## src/hdl/orcr_pkg.sv

```systemverilog
// orcr_pkg: shared types, constants, saturation helpers and the sequencer microprogram
// for the output rc filter resampler; no dependencies
`timescale 1ns / 1ps
`default_nettype none

package orcr_pkg;

	localparam int PHASE_FRAC_BITS = 20;
	localparam logic [31:0] ONE_TICK = 32'd1 << PHASE_FRAC_BITS;

	// register reset values
	localparam logic [30:0] HPC_RST  = 31'd108980;
	localparam logic [30:0] LPC_RST  = 31'd108980000;
	localparam logic [26:0] STEP_RST = 27'd21523000;
	localparam logic [15:0] GAIN_RST = 16'd655;

	// configuration register indexes
	localparam logic [1:0] REG_HIGHPASS_COEFF = 2'd0;
	localparam logic [1:0] REG_LOWPASS_COEFF  = 2'd1;
	localparam logic [1:0] REG_RESAMPLE_STEP  = 2'd2;
	localparam logic [1:0] REG_OUTPUT_GAIN    = 2'd3;

	// microprogram step addresses
	typedef logic [3:0] step_t;
	localparam step_t STEP_WAIT   = 4'd0;
	localparam step_t STEP_E      = 4'd1;
	localparam step_t STEP_HP_LO  = 4'd2;
	localparam step_t STEP_HP_HI  = 4'd3;
	localparam step_t STEP_LP_LO  = 4'd4;
	localparam step_t STEP_LP_HI  = 4'd5;
	localparam step_t STEP_G_LO   = 4'd6;
	localparam step_t STEP_G_HI   = 4'd7;
	localparam step_t STEP_G_ADD  = 4'd8;
	localparam step_t STEP_GAIN   = 4'd9;
	localparam step_t STEP_PHASE  = 4'd10;
	localparam step_t STEP_EMIT   = 4'd11;
	localparam step_t STEP_END    = 4'd12;

	typedef enum logic [2:0] {A_DLO, A_DHI, A_ELO, A_EHI, A_PHASE} a_sel_t;
	typedef enum logic [1:0] {B_HPC, B_LPC, B_GAIN, B_DIFF} b_sel_t;
	typedef enum logic [1:0] {ACC_HOLD, ACC_LOAD_LO, ACC_ADD_HI} acc_op_t;
	typedef enum logic [3:0] {
		WB_NONE, WB_D, WB_E_DMAG, WB_EMAG, WB_HP, WB_LP, WB_GAIN, WB_OUT, WB_END
	} wb_t;
	typedef enum logic [2:0] {JMP_NEXT, JMP_WAIT_IN, JMP_WAIT_OUT, JMP_NO_EMIT, JMP_GOTO} jmp_t;

	typedef struct packed {
		a_sel_t  a_sel;
		b_sel_t  b_sel;
		acc_op_t acc_op;
		wb_t     wb;
		jmp_t    jmp;
		step_t   target;
	} ctrl_t;

	typedef struct packed {
		ctrl_t word;
		logic  go;
	} ctl_t;

	typedef struct packed {
		logic emit;
		logic out_busy;
	} status_t;

	typedef struct packed {
		logic [30:0] hpc;
		logic [30:0] lpc;
		logic [26:0] step;
		logic [15:0] gain;
	} cfg_t;

	function automatic logic signed [55:0] sat56(input logic signed [58:0] v);
		logic signed [55:0] r;
		if (v[58:55] == {4{v[58]}}) begin
			r = v[55:0];
		end else if (v[58]) begin
			r = {1'b1, {55{1'b0}}};
		end else begin
			r = {1'b0, {55{1'b1}}};
		end
		return r;
	endfunction

	function automatic logic signed [23:0] sat24(input logic signed [57:0] v);
		logic signed [23:0] r;
		if (v[57:23] == {35{v[57]}}) begin
			r = v[23:0];
		end else if (v[57]) begin
			r = {1'b1, {23{1'b0}}};
		end else begin
			r = {1'b0, {23{1'b1}}};
		end
		return r;
	endfunction

	function automatic ctrl_t prog_rom(input step_t s);
		ctrl_t w;
		w.a_sel  = A_DLO;
		w.b_sel  = B_HPC;
		w.acc_op = ACC_HOLD;
		w.wb     = WB_NONE;
		w.jmp    = JMP_NEXT;
		w.target = STEP_WAIT;
		case (s)
			STEP_WAIT: begin
				w.wb  = WB_D;
				w.jmp = JMP_WAIT_IN;
			end
			STEP_E: begin
				w.wb = WB_E_DMAG;
			end
			STEP_HP_LO: begin
				w.wb = WB_EMAG;
			end
			STEP_HP_HI: begin
				w.a_sel  = A_DHI;
				w.acc_op = ACC_LOAD_LO;
			end
			STEP_LP_LO: begin
				w.a_sel  = A_ELO;
				w.b_sel  = B_LPC;
				w.acc_op = ACC_ADD_HI;
			end
			STEP_LP_HI: begin
				w.a_sel  = A_EHI;
				w.b_sel  = B_LPC;
				w.acc_op = ACC_LOAD_LO;
				w.wb     = WB_HP;
			end
			STEP_G_LO: begin
				w.b_sel  = B_GAIN;
				w.acc_op = ACC_ADD_HI;
			end
			STEP_G_HI: begin
				w.a_sel  = A_DHI;
				w.b_sel  = B_GAIN;
				w.acc_op = ACC_LOAD_LO;
				w.wb     = WB_LP;
			end
			STEP_G_ADD: begin
				w.acc_op = ACC_ADD_HI;
			end
			STEP_GAIN: begin
				w.wb = WB_GAIN;
			end
			STEP_PHASE: begin
				w.a_sel  = A_PHASE;
				w.b_sel  = B_DIFF;
				w.jmp    = JMP_NO_EMIT;
				w.target = STEP_END;
			end
			STEP_EMIT: begin
				// same operands as the previous step keep the product steady while stalled
				w.a_sel = A_PHASE;
				w.b_sel = B_DIFF;
				w.wb    = WB_OUT;
				w.jmp   = JMP_WAIT_OUT;
			end
			STEP_END: begin
				w.wb     = WB_END;
				w.jmp    = JMP_GOTO;
				w.target = STEP_WAIT;
			end
			default: begin
				w.jmp    = JMP_GOTO;
				w.target = STEP_WAIT;
			end
		endcase
		return w;
	endfunction

endpackage

`default_nettype wire

```

## src/hdl/orcr_datapath.sv

```systemverilog
// orcr_datapath: filter state, shared multiplier, accumulator and output register,
// driven one control word per cycle; depends on orcr_pkg
`timescale 1ns / 1ps
`default_nettype none

module orcr_datapath import orcr_pkg::*; (
	input  wire logic               clk,
	input  wire logic               arst_n,
	input  wire ctl_t               ctl,
	input  wire cfg_t               cfg,
	input  wire logic signed [23:0] level_in,
	input  wire logic               out_ready,
	output      status_t            status,
	output      logic               out_valid,
	output      logic signed [23:0] sample_out
);

	logic signed [55:0] lp_q;
	logic signed [55:0] hp_q;
	logic        [31:0] phase_q;
	logic signed [23:0] prev_q;
	logic               out_valid_q;
	logic signed [23:0] sample_q;

	logic signed [23:0] x_q;
	logic signed [55:0] d_q;
	logic signed [55:0] e_q;
	logic        [55:0] dmag_q;
	logic               dneg_q;
	logic        [55:0] emag_q;
	logic               eneg_q;
	logic signed [65:0] prod_q;
	logic        [57:0] acc_q;
	logic signed [23:0] s_q;

	logic signed [32:0] a_op;
	logic signed [32:0] b_op;
	logic signed [24:0] diff;
	logic signed [58:0] lp_ext;
	logic signed [58:0] hp_ext;
	logic signed [58:0] acc_ext;
	logic signed [58:0] x_ext;
	logic signed [58:0] hp_sum;
	logic signed [58:0] lp_sum;
	logic signed [65:0] prod_sh;
	logic signed [57:0] interp;
	logic        [41:0] gain_mag;
	logic signed [24:0] gain_neg;
	logic signed [23:0] gain_val;
	logic               wr;

	assign wr       = ctl.go;
	assign diff     = {s_q[23], s_q} - {prev_q[23], prev_q};
	assign lp_ext   = {{3{lp_q[55]}}, lp_q};
	assign hp_ext   = {{3{hp_q[55]}}, hp_q};
	assign acc_ext  = {1'b0, acc_q};
	assign x_ext    = {{5{x_q[23]}}, x_q, 30'b0};
	assign hp_sum   = dneg_q ? hp_ext - acc_ext : hp_ext + acc_ext;
	assign lp_sum   = eneg_q ? lp_ext - acc_ext : lp_ext + acc_ext;
	assign prod_sh  = prod_q >>> PHASE_FRAC_BITS;
	assign interp   = {{34{prev_q[23]}}, prev_q} + prod_sh[57:0];
	assign gain_mag = acc_q[57:16];
	assign gain_neg = -$signed({1'b0, gain_mag[23:0]});

	always_comb begin
		if (dneg_q) begin
			gain_val = (gain_mag > 42'd8388608) ? {1'b1, {23{1'b0}}} : gain_neg[23:0];
		end else begin
			gain_val = (gain_mag > 42'd8388607) ? {1'b0, {23{1'b1}}} : gain_mag[23:0];
		end
	end

	always_comb begin
		case (ctl.word.a_sel)
			A_DLO:   a_op = {3'b0, dmag_q[29:0]};
			A_DHI:   a_op = {7'b0, dmag_q[55:30]};
			A_ELO:   a_op = {3'b0, emag_q[29:0]};
			A_EHI:   a_op = {7'b0, emag_q[55:30]};
			A_PHASE: a_op = {phase_q[31], phase_q};
			default: a_op = '0;
		endcase
		case (ctl.word.b_sel)
			B_HPC:   b_op = {2'b0, cfg.hpc};
			B_LPC:   b_op = {2'b0, cfg.lpc};
			B_GAIN:  b_op = {17'b0, cfg.gain};
			B_DIFF:  b_op = {{8{diff[24]}}, diff};
			default: b_op = '0;
		endcase
	end

	// working registers
	always_ff @(posedge clk) begin
		prod_q <= a_op * b_op;
		if (wr) begin
			case (ctl.word.acc_op)
				ACC_LOAD_LO: acc_q <= {27'b0, prod_q[60:30]};
				ACC_ADD_HI:  acc_q <= acc_q + prod_q[57:0];
				default:     acc_q <= acc_q;
			endcase
			case (ctl.word.wb)
				WB_D: begin
					x_q <= level_in;
					d_q <= sat56(lp_ext - hp_ext);
				end
				WB_E_DMAG: begin
					e_q    <= sat56(x_ext - lp_ext);
					dneg_q <= d_q[55];
					dmag_q <= d_q[55] ? 56'(-d_q) : d_q;
				end
				WB_EMAG: begin
					eneg_q <= e_q[55];
					emag_q <= e_q[55] ? 56'(-e_q) : e_q;
				end
				WB_GAIN: s_q <= gain_val;
				default: ;
			endcase
		end
	end

	// filter and resampler state, output register
	always_ff @(posedge clk or negedge arst_n) begin
		if (!arst_n) begin
			lp_q        <= '0;
			hp_q        <= '0;
			phase_q     <= '0;
			prev_q      <= '0;
			out_valid_q <= 1'b0;
		end else begin
			if (out_valid_q && out_ready) begin
				out_valid_q <= 1'b0;
			end
			if (wr) begin
				case (ctl.word.wb)
					WB_HP: hp_q <= sat56(hp_sum);
					WB_LP: lp_q <= sat56(lp_sum);
					WB_OUT: begin
						out_valid_q <= 1'b1;
						phase_q     <= phase_q + {5'b0, cfg.step};
					end
					WB_END: begin
						phase_q <= phase_q - ONE_TICK;
						prev_q  <= s_q;
					end
					default: ;
				endcase
			end
		end
	end

	always_ff @(posedge clk) begin
		if (wr && ctl.word.wb == WB_OUT) begin
			sample_q <= sat24(interp);
		end
	end

	assign status.emit     = $signed(phase_q) < $signed(ONE_TICK);
	assign status.out_busy = out_valid_q && !out_ready;
	assign out_valid       = out_valid_q;
	assign sample_out      = sample_q;

endmodule

`default_nettype wire
```

## config.mk

```make
export PLATFORM = sky130hd
export DESIGN_NAME = orcr_datapath
export DESIGN_NICKNAME = d
export VERILOG_FILES = /design/src/hdl/orcr_pkg.sv /design/src/hdl/orcr_datapath.sv
export SDC_FILE = /design/constraint.sdc
export NUM_CORES = 2
export LEC_CHECK = 0
export ABC_CLOCK_PERIOD_IN_PS = 23700
export BUFFER_PORTS_ARGS = -buffer_cell sky130_fd_sc_hd__buf_2
export CAP_MARGIN = 40
export CELL_PAD_IN_SITES_DETAIL_PLACEMENT = 0
export CELL_PAD_IN_SITES_GLOBAL_PLACEMENT = 1
export CORE_ASPECT_RATIO = 0.7
export CORE_UTILIZATION = 55
export CTS_CLUSTER_DIAMETER = 30
export CTS_CLUSTER_SIZE = 14
export DETAILED_ROUTE_END_ITERATION = 10
export GPL_TIMING_DRIVEN = 0
export PLACE_DENSITY = 0.95
export SYNTH_ARGS = -nofsm -noshare
export SYNTH_HDL_FRONTEND = slang
export SYNTH_SLANG_ARGS = --single-unit
export TNS_END_PERCENT = 30
```

## constraint.sdc

```tcl
create_clock -name clk -period 23.7 [get_ports clk]
set_input_delay 2.37 -clock clk [delete_from_list [all_inputs] [get_ports clk]]
set_output_delay 2.37 -clock clk [all_outputs]
set_load 0.1 [all_outputs]
```

==> out/results.md <==
| Metric | Reported | Unit |
| --- | --- | --- |
| Post-route clock skew | 0.0484 | ns |
| Final worst path period share | 62.0 | % |
| Setup repair after global routing missed its margin | false | - |
| Main synth FF type | edfxtp_1 | - |
| Number of max-slew violations in the final report | 0 | - |
| Count leader, synth | inv_1 | - |
| Max stage delay cell, worst path | a221oi_1 | - |
| Worst Hold Path Cells | 0 | - |
| Total nets after synthesis | 11,366 | - |
| HPWL reported at the end of detailed placement | 295,000 | um |
| Async set-reset flop share out of synthesis | 28.6 | % |
| First-pass GRT wire length | 497,000 | um |
| Type of the worst setup path | in -> reg | - |
| Total negative slack | 0 | ns |
| Hold violation total from the final report | 0 | - |
| Worst hold start | d_q[55]$_DFFE_PP_ | - |
| Row cnt | 119 | - |
| Critical Path Sink Type | register | - |
| H-Tree Depth | 3 | - |
| Synth Register Bits | 591 | - |
| Die Height | 329 | um |
| Worst reg2reg path depth | 45 | - |
| Number of design-rule violations left by the first detailed-router iteration | 10,887 | - |
| Count of flip-flops with a built-in enable after synthesis | 356 | - |
| Die Outline Area | 155,000 | um^2 |
| Total of endpoints with negative setup slack in the final report | 0 | - |
| Clock Sinks | 591 | - |
| Number of standard cells after synthesis | 9,510 | - |
| Clock Latency Late Sink | 0.75 | ns |
| Reg2reg setup slack | 9.94 | ns |
| Data required time of the critical path | 24.29 | ns |
| Pin count of the biggest net entering global routing | 95 | - |
| Worst Hold Class | reg -> reg | - |
| Vias after detailed routing | 76,429 | - |
| Final Critical Period | 14.70 | ns |
| Post_cts resized | 0 | - |
| Remaining max-slew budget at the tightest pin | 22.7 | % |
| Buffer type at the clock tree root | clkbuf_16 | - |
| Critical R2R Capture | prod_q[65]$_DFF_P_ | - |
| Yosys top cell area share | 26.8 | % |
| I/O pin count | 178 | - |
| Remaining number of nets flagged by the antenna check after routing | 0 | - |
| Library cell appearing most often on the critical path | fa_1 | - |
| Std-Cell Core Area | 151,000 | um^2 |
| Register area | 16,200 | um^2 |
| Run status | complete, no violations | - |
| Dominant delay contributor by cell family on the critical path | compound AO/OA/AOI/OAI gates | - |
| Biggest area contributors in the synthesized netlist | fa_1 27%, edfxtp_1 13%, ha_1 8.5%, inv_1 6.5%, dfrtp_1 5.0% | - |
| Total wire length after detailed routing | 346,000 | um |
| Post-synthesis cell type with the largest combined area | fa_1 | - |
| Most common library cells after synthesis | 1,466 x inv_1, 1,130 x fa_1, 935 x nand2_1 | - |
| Largest fanout of any net on the critical path | 10 | - |
| Residual DRC count | 0 | - |
| Startpoint class of the critical path | input port | - |
| Area delta synth->final | 11.2 | % |
| Upper clock frequency limit | 68.0 | MHz |
| Buffer count from post-CTS setup fixing | 0 | - |
| Initial antenna violation count | 26 | - |
| CP arrival | 15.29 | ns |
| Bufs on Longest Clock Path | 3 | - |
| Number of violations of the max-capacitance limit | 0 | - |
| TritonCTS clock tree | built | - |
| Quantity of I/O buffers inserted on ports | 165 | - |
| Buffers & Inverters on Critical Path | 10 | - |
| Mean Syn Cell Area | 8.86 | um^2 |
| Summed instance area of the synthesized netlist | 84,300 | um^2 |
| Multi-input combinational cell area | 61,000 | um^2 |
| Count of cell types in the netlist | 95 | - |
| Fill cell count | 13,059 | - |
| Clock-pin transition on the worst setup and hold timing paths | 0.06 | ns |
| Via-to-Cell Ratio | 6.33 | - |
| Worst slew pin tran | 1.16 | ns |
| Clock buffer count from CTS | 99 | - |
| Highest cell delay on the worst timing path | 1.01 | ns |
| Number of global-route vias before repair | 72,411 | - |
| Final routed wire length divided by cell count | 28.7 | um |
| Yosys Warn Count | 0 | - |
| Share of final-layout standard cells stronger than drive strength 1 | 7.09 | % |
| Overall overflow remaining after global route | 0 | - |
| Overall track demand over capacity in global routing | 44.6 | % |
| Number of buffers added to fix hold violations after cts | 0 | - |
| Initial core utilization | 55.7 | % |
| Post-layout nets | 11,820 | - |
| Drt pass-1 iters | 6 | - |
| Width of the die | 470 | um |
| GPL Wtd Cong | 1.11 | - |
| Worst r2r src | prev_q[1]$_DFFE_PN0P_ | - |
| Proportion of synthesized chip area in sequential cells | 19.3 | % |
| Hold Crit Endpoint | dneg_q$_DFFE_PP_ | - |
## flip-flops by register name (all words and copies together) (netlist names), 32 cells and up
register	flops
prod_q	66
e_q	56
hp_q	56
emag_q	56
phase_q	32
lp_q	56
d_q	56
acc_q	58
dmag_q	56
## final cells by class
class / count / share of cell area (%)
repair buffers: 353 / 3.38
well taps: 1996 / 2.66
diodes: 20 / 0.0534
plain buffers: 443 / 1.80
clock buffers: 110 / 2.71
flip-flops and latches: 591 / 17.3
inverters: 1467 / 5.87
clock inverters: 76 / 1.07
multi-input cells: 7009 / 65.1
## metal layers
layer	up-vias	track usage, %	wire, um
met5	-	2.90	899
met3	817	23.7	64400
li1	32435	-	-
met1	37608	64.3	142000
met2	5549	54.6	123000
met4	20	16.4	16000
## worst max path at each step
stage                        from                  to  slack, ns  cells past startpoint
final                     ctl[17]  prod_q[64]$_DFF_P_       9.00                     35
after detailed placement  ctl[17]  prod_q[65]$_DFF_P_       8.59                     36
after floorplan           ctl[17]  prod_q[64]$_DFF_P_      11.94                     35
after CTS                 ctl[17]  prod_q[65]$_DFF_P_       9.30                     36
after global routing      ctl[17]  prod_q[65]$_DFF_P_       8.66                     36
after global placement    ctl[17]  prod_q[65]$_DFF_P_       7.23                     34
## placed cells by master (no fill, tap or decap), drive strengths merged, types with 44 or more instances in the layout
cell    instances
a211oi         44
a21o          239
a21oi         573
a31oi          63
and2           60
and3           60
buf           407
clkbuf        499
dfrtp         169
dfxtp          66
edfxtp        356
fa           1130
ha            575
inv          1485
mux2           60
mux2i          46
nand2         935
nand2b         82
nand3         104
nand4          66
nor2          877
nor2b          64
nor3          148
o21a           73
o21ai         411
o21bai         66
o22ai          81
o31ai          61
or3            72
xnor2         468
xor2          154
## logic make-up after synthesis
group | synth area share (%)
AND/OR/NAND/NOR | 13.9
AO/OA/AOI/OAI | 14.7
buffers and inverters | 8.54
adder cells (fa/ha/maj) | 35.6
XOR/XNOR | 6.47
flip-flops | 19.3
multiplexers | 1.56
## per-stage QoR
stage / hold WS [ns] / std cells / cell area (um^2) / worst slack (ns) / utilization (%)
global placement: 0.448 / 11671 / 87600 / 7.23 / 57.9
detailed placement: 0.467 / 11852 / 90100 / 8.59 / 59.5
finish: 0.481 / 12065 / 93700 / 9.00 / 62.0
global route: 0.502 / 12046 / 93700 / 8.66 / 61.9
floorplan: 0.446 / 9510 / 84300 / 11.94 / -
CTS: 0.484 / 12038 / 93600 / 9.30 / 61.9
Power is not shown: default switching activity piles up to over one toggle a cycle in this logic, so the estimate is an artifact.
